<file path="config.mk">
export PLATFORM = sky130hd
export DESIGN_NAME = preemptive_priority_scheduler
export DESIGN_NICKNAME = d
export VERILOG_FILES = /design/src/hdl/ppsch_pkg.sv /design/src/hdl/ppsch_ctrl.sv /design/src/hdl/ppsch_dp.sv /design/src/hdl/preemptive_priority_scheduler.sv
export VERILOG_INCLUDE_DIRS = /design/src /design/src/hdl
export SDC_FILE = /design/constraint.sdc
export NUM_CORES = 2
export LEC_CHECK = 0
export BUFFER_PORTS_ARGS = -buffer_cell sky130_fd_sc_hd__buf_2
export CORE_MARGIN = 5
export CORE_UTILIZATION = 55
export DETAILED_ROUTE_END_ITERATION = 16
export GPL_TIMING_DRIVEN = 0
export HOLD_SLACK_MARGIN = 0.03
export PLACE_DENSITY = 0.69
export SETUP_SLACK_MARGIN = 0.5
export SLEW_MARGIN = 15
export SYNTH_ARGS = -nofsm -noshare
export SYNTH_HDL_FRONTEND = slang
export SYNTH_SLANG_ARGS = --single-unit
</file>
<file path="constraint.sdc">
create_clock -name clock -period 6.9 [get_ports clock]
set_clock_uncertainty 0.15 [all_clocks]
set_input_delay 0.345 -clock clock [delete_from_list [all_inputs] [get_ports clock]]
set_output_delay 0.345 -clock clock [all_outputs]
set_load 0.02 [all_outputs]
</file>
<file path="src/hdl/preemptive_priority_scheduler_macros.svh">
// Assertion macros for the preemptive priority scheduler.
// Taken in by the top level; no other dependencies.
`ifndef PREEMPTIVE_PRIORITY_SCHEDULER_MACROS_SVH
`define PREEMPTIVE_PRIORITY_SCHEDULER_MACROS_SVH

// Same-cycle implication.
`define PPSCH_ASSERT_NOW(name, clk, rst, ante, cons, msg) \
   name: assert property (@(posedge clk) disable iff (rst) (ante) |-> (cons)) \
      else $error(msg);

// Next-cycle implication.
`define PPSCH_ASSERT_NEXT(name, clk, rst, ante, cons, msg) \
   name: assert property (@(posedge clk) disable iff (rst) (ante) |=> (cons)) \
      else $error(msg);

`endif

</file>
<file path="src/hdl/ppsch_pkg.sv">
// Shared widths, controller states and command/status bundles of the scheduler.
// No dependencies.
package ppsch_pkg;

   localparam int MAX_PROCS_DEF = 16;
   localparam int ARRIVAL_W     = 16;
   localparam int BURST_W       = 12;
   localparam int PRIO_W        = 8;
   localparam int PINDEX_W      = 6;
   localparam int OUT_TIME_W    = 18;
   localparam int SUM_W         = 24;
   // internal time: max arrival plus 64 full bursts fits in 19 bits
   localparam int TIME_W        = 19;

   typedef enum logic [2:0] {
      ST_IDLE,
      ST_SCAN,
      ST_SWAIT,
      ST_TICK,
      ST_FIN,
      ST_EMIT
   } ppsch_state_type;

   typedef struct packed {
      logic load;
      logic issue;
      logic scan_clr;
      logic tick;
      logic fin;
      logic emit;
      logic clear;
   } ppsch_cmd_type;

   typedef struct packed {
      logic last_issue;
      logic found;
      logic complete;
      logic out_free;
      logic run_last;
   } ppsch_sts_type;

endpackage

</file>
<file path="src/hdl/ppsch_ctrl.sv">
// Controller state machine of the scheduler: sequences load, table scan,
// tick update and result emission. Depends on ppsch_pkg.
module ppsch_ctrl (
   input  logic                    clock,
   input  logic                    reset,
   input  logic                    req_valid,
   input  logic                    req_last_process,
   output logic                    req_ready,
   input  ppsch_pkg::ppsch_sts_type sts,
   output ppsch_pkg::ppsch_cmd_type cmd
);
   import ppsch_pkg::*;

   ppsch_state_type state_ff, state_in;

   always_ff @(posedge clock) begin
      if (reset) begin
         state_ff <= ST_IDLE;
      end else begin
         state_ff <= state_in;
      end
   end

   always_comb begin
      state_in  = state_ff;
      cmd       = '0;
      req_ready = 1'b0;
      case (state_ff)
         ST_IDLE: begin
            req_ready    = 1'b1;
            cmd.scan_clr = 1'b1;
            if (req_valid) begin
               cmd.load = 1'b1;
               if (req_last_process) begin
                  state_in = ST_SCAN;
               end
            end
         end
         ST_SCAN: begin
            cmd.issue = 1'b1;
            if (sts.last_issue) begin
               state_in = ST_SWAIT;
            end
         end
         ST_SWAIT: begin
            state_in = ST_TICK;
         end
         ST_TICK: begin
            cmd.tick     = 1'b1;
            cmd.scan_clr = 1'b1;
            if (sts.found && sts.complete) begin
               state_in = ST_FIN;
            end else begin
               state_in = ST_SCAN;
            end
         end
         ST_FIN: begin
            cmd.fin  = 1'b1;
            state_in = ST_EMIT;
         end
         ST_EMIT: begin
            cmd.scan_clr = 1'b1;
            if (sts.out_free) begin
               cmd.emit = 1'b1;
               if (sts.run_last) begin
                  cmd.clear = 1'b1;
                  state_in  = ST_IDLE;
               end else begin
                  state_in = ST_SCAN;
               end
            end
         end
         default: begin
            state_in = ST_IDLE;
         end
      endcase
   end

endmodule

</file>
<file path="src/hdl/ppsch_dp.sv">
// Datapath of the scheduler: process table memory, scan compare, time and
// sum registers, result register. Depends on ppsch_pkg.
module ppsch_dp #(
   parameter int MAX_PROCS = ppsch_pkg::MAX_PROCS_DEF
) (
   input  logic                                 clock,
   input  logic                                 reset,
   input  ppsch_pkg::ppsch_cmd_type             cmd,
   output ppsch_pkg::ppsch_sts_type             sts,
   input  logic [ppsch_pkg::ARRIVAL_W-1:0]      req_arrival_time,
   input  logic [ppsch_pkg::BURST_W-1:0]        req_burst_time,
   input  logic [ppsch_pkg::PRIO_W-1:0]         req_priority_req,
   output logic                                 rsp_valid,
   input  logic                                 rsp_ready,
   output logic [ppsch_pkg::PINDEX_W-1:0]       rsp_process_index,
   output logic [ppsch_pkg::OUT_TIME_W-1:0]     rsp_start_time,
   output logic [ppsch_pkg::OUT_TIME_W-1:0]     rsp_finish_time,
   output logic [ppsch_pkg::OUT_TIME_W-1:0]     rsp_turnaround,
   output logic [ppsch_pkg::OUT_TIME_W-1:0]     rsp_waiting,
   output logic [ppsch_pkg::SUM_W-1:0]          rsp_total_turnaround,
   output logic [ppsch_pkg::SUM_W-1:0]          rsp_total_waiting,
   output logic [ppsch_pkg::OUT_TIME_W-1:0]     rsp_idle_total,
   output logic                                 rsp_last_result
);
   import ppsch_pkg::*;

   localparam int IDX_W = (MAX_PROCS > 1) ? $clog2(MAX_PROCS) : 1;
   localparam int CNT_W = $clog2(MAX_PROCS + 1);

   typedef struct packed {
      logic [ARRIVAL_W-1:0] arrival;
      logic [BURST_W-1:0]   burst;
      logic [PRIO_W-1:0]    prio;
      logic [BURST_W-1:0]   remaining;
      logic [TIME_W-1:0]    start;
   } entry_type;

   // process table, one row per loaded process
   entry_type mem [MAX_PROCS];

   entry_type            rd_data_ff;
   logic                 cmp_vld_ff;
   logic [IDX_W-1:0]     cmp_idx_ff;
   logic [IDX_W-1:0]     scan_idx_ff, scan_idx_in;
   entry_type            best_ff, best_in, best_upd;
   logic [IDX_W-1:0]     best_idx_ff, best_idx_in;
   logic                 found_ff, found_in;
   logic [CNT_W-1:0]     loaded_ff, loaded_in;
   logic [CNT_W-1:0]     completed_ff, completed_in;
   logic [TIME_W-1:0]    now_ff, now_in;
   logic [TIME_W-1:0]    last_busy_ff, last_busy_in;
   logic [TIME_W-1:0]    gap_ff;
   logic [TIME_W-1:0]    tat_ff;
   logic [SUM_W-1:0]     sum_tat_ff, sum_tat_in;
   logic [SUM_W-1:0]     sum_wt_ff, sum_wt_in;
   logic [OUT_TIME_W-1:0] sum_idle_ff, sum_idle_in;
   logic                 rsp_valid_ff;

   logic                 room;
   logic                 load_en;
   logic [BURST_W-1:0]   burst_eff;
   logic                 wr_en;
   logic [IDX_W-1:0]     wr_addr;
   entry_type            wr_data;
   logic                 take;
   logic                 first_run;
   logic [TIME_W-1:0]    now_inc;
   logic [TIME_W-1:0]    wt;
   logic [CNT_W-1:0]     completed_inc;
   logic [SUM_W-1:0]     sum_tat_add;
   logic [SUM_W-1:0]     sum_wt_add;

   assign room      = loaded_ff < CNT_W'(MAX_PROCS);
   assign load_en   = cmd.load && room;
   assign burst_eff = (req_burst_time == '0) ? BURST_W'(1) : req_burst_time;
   assign now_inc   = now_ff + TIME_W'(1);
   assign first_run = best_ff.remaining == best_ff.burst;
   assign wt        = tat_ff - TIME_W'(best_ff.burst);
   assign completed_inc = completed_ff + CNT_W'(1);
   // running totals including the completion being emitted
   assign sum_tat_add = sum_tat_ff + SUM_W'(tat_ff);
   assign sum_wt_add  = sum_wt_ff + SUM_W'(wt);

   // candidate test on the row read last cycle
   assign take = cmp_vld_ff && (rd_data_ff.remaining != '0) &&
                 (TIME_W'(rd_data_ff.arrival) <= now_ff) &&
                 (!found_ff || (rd_data_ff.prio < best_ff.prio));

   always_comb begin
      best_upd           = best_ff;
      best_upd.remaining = best_ff.remaining - BURST_W'(1);
      if (first_run) begin
         best_upd.start = now_ff;
      end
   end

   always_comb begin
      wr_en   = load_en || (cmd.tick && found_ff);
      wr_addr = best_idx_ff;
      wr_data = best_upd;
      if (load_en) begin
         wr_addr           = loaded_ff[IDX_W-1:0];
         wr_data.arrival   = req_arrival_time;
         wr_data.burst     = burst_eff;
         wr_data.prio      = req_priority_req;
         wr_data.remaining = burst_eff;
         wr_data.start     = '0;
      end
   end

   always_ff @(posedge clock) begin
      if (wr_en) begin
         mem[wr_addr] <= wr_data;
      end
      rd_data_ff <= mem[scan_idx_ff];
   end

   always_comb begin
      scan_idx_in  = scan_idx_ff;
      found_in     = found_ff;
      best_in      = best_ff;
      best_idx_in  = best_idx_ff;
      loaded_in    = loaded_ff;
      completed_in = completed_ff;
      now_in       = now_ff;
      last_busy_in = last_busy_ff;
      sum_tat_in   = sum_tat_ff;
      sum_wt_in    = sum_wt_ff;
      sum_idle_in  = sum_idle_ff;

      if (cmd.scan_clr) begin
         scan_idx_in = '0;
         found_in    = 1'b0;
      end else if (cmd.issue) begin
         scan_idx_in = scan_idx_ff + IDX_W'(1);
      end
      if (take) begin
         found_in    = 1'b1;
         best_in     = rd_data_ff;
         best_idx_in = cmp_idx_ff;
      end
      if (load_en) begin
         loaded_in = loaded_ff + CNT_W'(1);
      end
      if (cmd.tick) begin
         now_in = now_inc;
         if (found_ff) begin
            best_in      = best_upd;
            last_busy_in = now_inc;
            if (first_run) begin
               sum_idle_in = sum_idle_ff + gap_ff[OUT_TIME_W-1:0];
            end
         end
      end
      if (cmd.emit) begin
         completed_in = completed_inc;
         sum_tat_in   = sum_tat_add;
         sum_wt_in    = sum_wt_add;
      end
      if (cmd.clear) begin
         loaded_in    = '0;
         completed_in = '0;
         now_in       = '0;
         last_busy_in = '0;
         sum_tat_in   = '0;
         sum_wt_in    = '0;
         sum_idle_in  = '0;
      end
   end

   always_ff @(posedge clock) begin
      if (reset) begin
         scan_idx_ff  <= '0;
         found_ff     <= 1'b0;
         cmp_vld_ff   <= 1'b0;
         loaded_ff    <= '0;
         completed_ff <= '0;
         now_ff       <= '0;
         last_busy_ff <= '0;
         sum_tat_ff   <= '0;
         sum_wt_ff    <= '0;
         sum_idle_ff  <= '0;
         rsp_valid_ff <= 1'b0;
      end else begin
         scan_idx_ff  <= scan_idx_in;
         found_ff     <= found_in;
         cmp_vld_ff   <= cmd.issue;
         loaded_ff    <= loaded_in;
         completed_ff <= completed_in;
         now_ff       <= now_in;
         last_busy_ff <= last_busy_in;
         sum_tat_ff   <= sum_tat_in;
         sum_wt_ff    <= sum_wt_in;
         sum_idle_ff  <= sum_idle_in;
         if (cmd.emit) begin
            rsp_valid_ff <= 1'b1;
         end else if (rsp_ready) begin
            rsp_valid_ff <= 1'b0;
         end
      end
   end

   always_ff @(posedge clock) begin
      best_ff     <= best_in;
      best_idx_ff <= best_idx_in;
      cmp_idx_ff  <= scan_idx_ff;
      gap_ff      <= now_ff - last_busy_ff;
      if (cmd.fin) begin
         tat_ff <= now_ff - TIME_W'(best_ff.arrival);
      end
      if (cmd.emit) begin
         rsp_process_index    <= PINDEX_W'(best_idx_ff);
         rsp_start_time       <= best_ff.start[OUT_TIME_W-1:0];
         rsp_finish_time      <= now_ff[OUT_TIME_W-1:0];
         rsp_turnaround       <= tat_ff[OUT_TIME_W-1:0];
         rsp_waiting          <= wt[OUT_TIME_W-1:0];
         rsp_total_turnaround <= sum_tat_add;
         rsp_total_waiting    <= sum_wt_add;
         rsp_idle_total       <= sum_idle_ff;
         rsp_last_result      <= completed_inc == loaded_ff;
      end
   end

   assign rsp_valid = rsp_valid_ff;

   always_comb begin
      sts.last_issue = (CNT_W'(scan_idx_ff) + CNT_W'(1)) == loaded_ff;
      sts.found      = found_ff;
      sts.complete   = best_ff.remaining == BURST_W'(1);
      sts.out_free   = !rsp_valid_ff || rsp_ready;
      sts.run_last   = completed_inc == loaded_ff;
   end

endmodule

</file>
<file path="src/hdl/preemptive_priority_scheduler.sv">
// Preemptive priority scheduler, top level: controller plus datapath.
// Depends on ppsch_pkg, ppsch_ctrl, ppsch_dp and the assertion macro header.
//
// Load one process per req_ beat (arrival tick, burst, priority); a beat
// with req_last_process set starts the run on the loaded set. Loads beyond
// MAX_PROCS are dropped, but their last flag still starts the run; a zero
// burst counts as one tick. The run steps simulated time one tick at a
// time and on each tick executes the arrived, unfinished process with the
// smallest priority value, lowest load index on a tie. Every completion
// gives one rsp_ beat in completion order, carrying start, finish,
// turnaround and waiting times, running totals and the accumulated idle
// gap before first runs; rsp_last_result marks the final one, after which
// the block is empty and takes the next set.
// Timing: the run handles every simulated tick, busy or idle, the same
// way: the table sits in a memory with a single read port and is
// scanned one row per cycle, then a wait state drains the compare and
// the tick state writes back the winner. Each completion adds a
// turnaround state, then a totals state, plus any stall while the previous
// result beat is still untaken. req_ready is low for the whole run.
`include "preemptive_priority_scheduler_macros.svh"

module preemptive_priority_scheduler #(
   parameter int MAX_PROCS = ppsch_pkg::MAX_PROCS_DEF
) (
   input  logic                                 clock,
   input  logic                                 reset,
   input  logic                                 req_valid,
   output logic                                 req_ready,
   input  logic [ppsch_pkg::ARRIVAL_W-1:0]      req_arrival_time,
   input  logic [ppsch_pkg::BURST_W-1:0]        req_burst_time,
   input  logic [ppsch_pkg::PRIO_W-1:0]         req_priority_req,
   input  logic                                 req_last_process,
   output logic                                 rsp_valid,
   input  logic                                 rsp_ready,
   output logic [ppsch_pkg::PINDEX_W-1:0]       rsp_process_index,
   output logic [ppsch_pkg::OUT_TIME_W-1:0]     rsp_start_time,
   output logic [ppsch_pkg::OUT_TIME_W-1:0]     rsp_finish_time,
   output logic [ppsch_pkg::OUT_TIME_W-1:0]     rsp_turnaround,
   output logic [ppsch_pkg::OUT_TIME_W-1:0]     rsp_waiting,
   output logic [ppsch_pkg::SUM_W-1:0]          rsp_total_turnaround,
   output logic [ppsch_pkg::SUM_W-1:0]          rsp_total_waiting,
   output logic [ppsch_pkg::OUT_TIME_W-1:0]     rsp_idle_total,
   output logic                                 rsp_last_result
);
   import ppsch_pkg::*;

   ppsch_cmd_type cmd;
   ppsch_sts_type sts;

   // sequence load, scan, tick update and emit
   ppsch_ctrl u_ctrl (
      .clock            (clock),
      .reset            (reset),
      .req_valid        (req_valid),
      .req_last_process (req_last_process),
      .req_ready        (req_ready),
      .sts              (sts),
      .cmd              (cmd)
   );

   // hold the process table, time, totals and the result register
   ppsch_dp #(
      .MAX_PROCS (MAX_PROCS)
   ) u_dp (
      .clock                (clock),
      .reset                (reset),
      .cmd                  (cmd),
      .sts                  (sts),
      .req_arrival_time     (req_arrival_time),
      .req_burst_time       (req_burst_time),
      .req_priority_req     (req_priority_req),
      .rsp_valid            (rsp_valid),
      .rsp_ready            (rsp_ready),
      .rsp_process_index    (rsp_process_index),
      .rsp_start_time       (rsp_start_time),
      .rsp_finish_time      (rsp_finish_time),
      .rsp_turnaround       (rsp_turnaround),
      .rsp_waiting          (rsp_waiting),
      .rsp_total_turnaround (rsp_total_turnaround),
      .rsp_total_waiting    (rsp_total_waiting),
      .rsp_idle_total       (rsp_idle_total),
      .rsp_last_result      (rsp_last_result)
   );

   // a new result never overwrites an untaken beat
   `PPSCH_ASSERT_NOW(a_emit_into_free_slot, clock, reset, cmd.emit, !rsp_valid || rsp_ready, "result register overwritten while beat pending")

   // a result beat only appears after an emit command
   `PPSCH_ASSERT_NOW(a_rsp_from_emit, clock, reset, $rose(rsp_valid), $past(cmd.emit), "result beat without emit")

   // the last load starts the run and closes the input
   `PPSCH_ASSERT_NEXT(a_last_load_starts_run, clock, reset, req_valid && req_ready && req_last_process, !req_ready, "input still open after last load")

endmodule
</file>
==> results.py <==
metrics = {
    "worst_hold_path": {
        "min_path_type": "primary input to flip-flop",
        "hold_depth": 3,
        "hp-start": "req_arrival_time[14]",
    },
    "layout": {
        "regArea_um2": 42600,
        "utilization_pct": 64.4,
        "syn2layout_area_growth_pct": 16.3,
        "fillers": 7564,
        "multi_input_area_um2": 17500,
        "drive_gt1_share_pct": 22.9,
        "layout.nets": 4258,
    },
    "floorplanning": {
        "die_height_um": 343,
        "die_area_um2": 118000,
        "num_io_pins": 188,
        "die_x_um": 343,
        "rows": 122,
        "core-area_um2": 111000,
        "initial_core_util_pct": 55.3,
    },
    "critical_path": {
        "crit_path_max_fanout": 6,
        "end_kind": "flip-flop",
        "ff2ff_path_depth": 18,
        "cp-start-kind": "flip-flop",
        "rr_startpoint": "u_dp.tat_ff[0]",
        "crit_start": "u_dp.tat_ff[0]",
        "cp.required_ps": 7250,
        "arrival_ps": 5260,
        "crit_type": "flip-flop to flip-flop",
    },
    "clock_network": {
        "clock-sinks": 1499,
        "cts-root-buf": "clkbuf_16",
        "cts_tree": "yes",
        "path_clk_slew_ps": 60,
        "clk_path_buf_depth": 3,
        "cts_made_buffers": 148,
        "clock_latency_ps": 760,
        "htree_num_levels": 4,
        "postCtsSetupBuffers": 0,
    },
    "flow_run": {
        "max-cap-violations": 0,
    },
    "grt": {
        "grt_pass1_vias": 34786,
        "grt_pass1_wl_mm": 232,
        "grt_usage_pct": 27.3,
        "antenna_found_initial": 2,
        "overflow": 0,
        "grt_max_degree": 49,
    },
    "synthesis": {
        "avgSynthCellArea_um2": 16.8,
        "syn_inst": 3638,
        "ys_seq_area_share_pct": 69.6,
        "synth-seq-cells": 1499,
        "synth-main-ff-cell": "edfxtp_1",
        "ys_async_sr_fraction_pct": 0,
        "netlist-cell-type-count": 88,
        "ys_warn_count": 0,
        "syn-cell-area_um2": 61200,
        "synth_edf_count": 1258,
    },
    "route": {
        "via_count": 34937,
        "postRouteAntennaNets": 0,
        "post_drt_wl_per_cell_um": 28.2,
        "wl_mm": 161,
        "routed_via_density": 6.13,
        "drt_first_pass_iters": 5,
        "drc": 0,
        "drt_iter0_markers": 3942,
    },
    "sta": {
        "period_share_pct": 71.3,
        "worstMarginPinSlew_ps": 1210,
        "relSlewSlack_pct": 19.0,
        "hold_viol": 0,
        "holdWs_ps": 99.3,
        "rsz0062_at_grt": "no",
        "slew_violations": 0,
        "min_period_ps": 4920,
        "setup_tns_ps": 0,
        "fmax_mhz": 203,
        "setup_violations": 0,
    },
    "run_status": {
        "outcome": "finished, final reports clean",
    },
    "placement": {
        "routabilityCongestion": 0.905,
        "io_buffers": 185,
        "place_hpwl_mm": 111,
    },
    "power_and_ir_drop": {
        "p_leak_uw": 0.0240,
        "p_per_area_nw_per_um2": 352,
        "max-vdd-ir-drop_v": 0.000268,
    },
}
report_power, final:
group,switching [µW],total (µW),internal (µW)
sequential,455,12000,11600
combinational,3100,4820,1720
clock,3380,8190,4810
path summary, 6_finish.rpt:
check / to / slack [ps]
worst max-delay path: u_dp.rsp_total_waiting[23] / 1980
worst min-delay path: u_dp.mem[9][65] / 100
worst max register to register: u_dp.rsp_total_waiting[23] / 1980
worst min register to register: u_dp.cmp_idx_ff[2] / 220
area by class of cell:
class | count | area share (%)
Antenna cell | 2 | 0.00703
Clock buffer | 218 | 5.96
Buffer | 165 | 0.997
Multi-Input combinational cell | 1846 | 24.6
Tap cell | 1488 | 2.62
Sequential cell | 1499 | 59.9
Inverter | 129 | 0.680
Timing Repair Buffer | 292 | 4.25
Clock inverter | 59 | 1.00
flip-flops by register name, indices dropped and copies added (netlist names), 4 cells and up:
register                   count
u_dp.tat_ff                   19
u_dp.completed_ff              5
u_dp.best_ff                  66
u_dp.sum_tat_ff               24
u_dp.rsp_finish_time          18
u_dp.cmp_idx_ff                4
u_dp.loaded_ff                 5
u_dp.rsp_start_time           18
u_dp.best_idx_ff               4
u_dp.sum_idle_ff              18
u_dp.rsp_total_waiting        24
u_dp.rsp_waiting              18
u_dp.last_busy_ff             18
u_dp.sum_wt_ff                24
u_dp.rsp_total_turnaround     24
u_dp.rd_data_ff               66
u_dp.now_ff                   19
u_dp.scan_idx_ff               4
u_dp.rsp_idle_total           18
u_dp.mem                    1056
u_dp.rsp_process_index         4
u_dp.gap_ff                   18
u_dp.rsp_turnaround           18
cells by family after synthesis:
family / count (synthesis) / share of synthesized area [%]
buffers and inverters: 294 / 1.93
adders and majority gates: 136 / 2.86
other: 1 / 0.00613
AOI/OAI and AO/OA: 486 / 5.18
and+or+nand+nor: 677 / 5.06
muxes: 375 / 12.9
DFF: 1499 / 69.6
xor gates and xnor gates: 170 / 2.43
cell usage in the layout (no fill, tap or decap), drive strengths merged, types with 26 or more instances in the layout:
master / count
xnor2: 114
nand2: 233
buf: 351
o21ai: 121
a211oi: 30
a21oi: 153
inv: 133
xor2: 56
dfxtp: 241
clkbuf: 309
edfxtp: 1258
clkinv: 39
nor2: 239
mux4: 330
nor3: 28
nand3: 37
a21o: 26
mux2i: 44
ha: 130
critical path, stage by stage, from the launching register on:
cell and delay [ps]:
edfxtp_1 530, inv_1 110, ha_1 250, fa_1 410, nor2b_1 140, o21ai_1 90
a21boi_1 300, o21ai_0 140, o21ai_0 200, xor2_1 300, ha_1 360, nand4_1 180
nor4_1 70, or2_1 290, o41ai_4 420, a21oi_2 150, o21ai_0 300, nor2_1 100
xor2_1 150
cells in the mapped netlist (17+ instances only):
| cell | count | area [µm²] |
|---|---|---|
| nor2_1 | 238 | 893 |
| mux2i_1 | 44 | 440 |
| clkbuf_1 | 88 | 330 |
| o21ai_0 | 115 | 576 |
| dfxtp_1 | 241 | 4820 |
| a21o_1 | 26 | 195 |
| o221a_2 | 18 | 203 |
| a211oi_1 | 29 | 218 |
| nand2_1 | 232 | 871 |
| xor2_1 | 56 | 490 |
| a31oi_1 | 19 | 119 |
| edfxtp_1 | 1258 | 37800 |
| nor3_1 | 28 | 140 |
| nand4_1 | 17 | 106 |
| mux4_2 | 330 | 7430 |
| o211ai_1 | 21 | 158 |
| xnor2_1 | 114 | 998 |
| nand2b_1 | 24 | 150 |
| inv_1 | 122 | 458 |
| buf_1 | 18 | 67.6 |
| buf_2 | 56 | 280 |
| a21oi_1 | 151 | 756 |
| ha_1 | 130 | 1630 |
| nand3_1 | 35 | 175 |
per-stage QoR:
stage | instance area (µm²) | instances | setup WS (ps) | power, µW
floorplan | 61200 | 3639 | 993 | 15200
global placement | 64000 | 5312 | -2790 | 16700
detailed placement | 66000 | 5404 | 2020 | 17000
CTS | 71200 | 5696 | 1990 | 25100
global route | 71200 | 5696 | 1640 | 26000
finish | 71200 | 5698 | 1980 | 25100
layer usage:
metal	GRT usage (%)	share of wire (%)	wire, µm
met3	6.22	9.4	15000
met2	45.2	49	78700
met1	35.9	38	61000
met4	10.1	3.7	5980
met5	0	0	0
repair_timing:
item,4_1_cts,5_1_grt
endpoints found under the hold margin,93,0
gates resized for setup,0,0
hold buffers,15,0
Note: power is estimated with default switching activity, not from simulation.
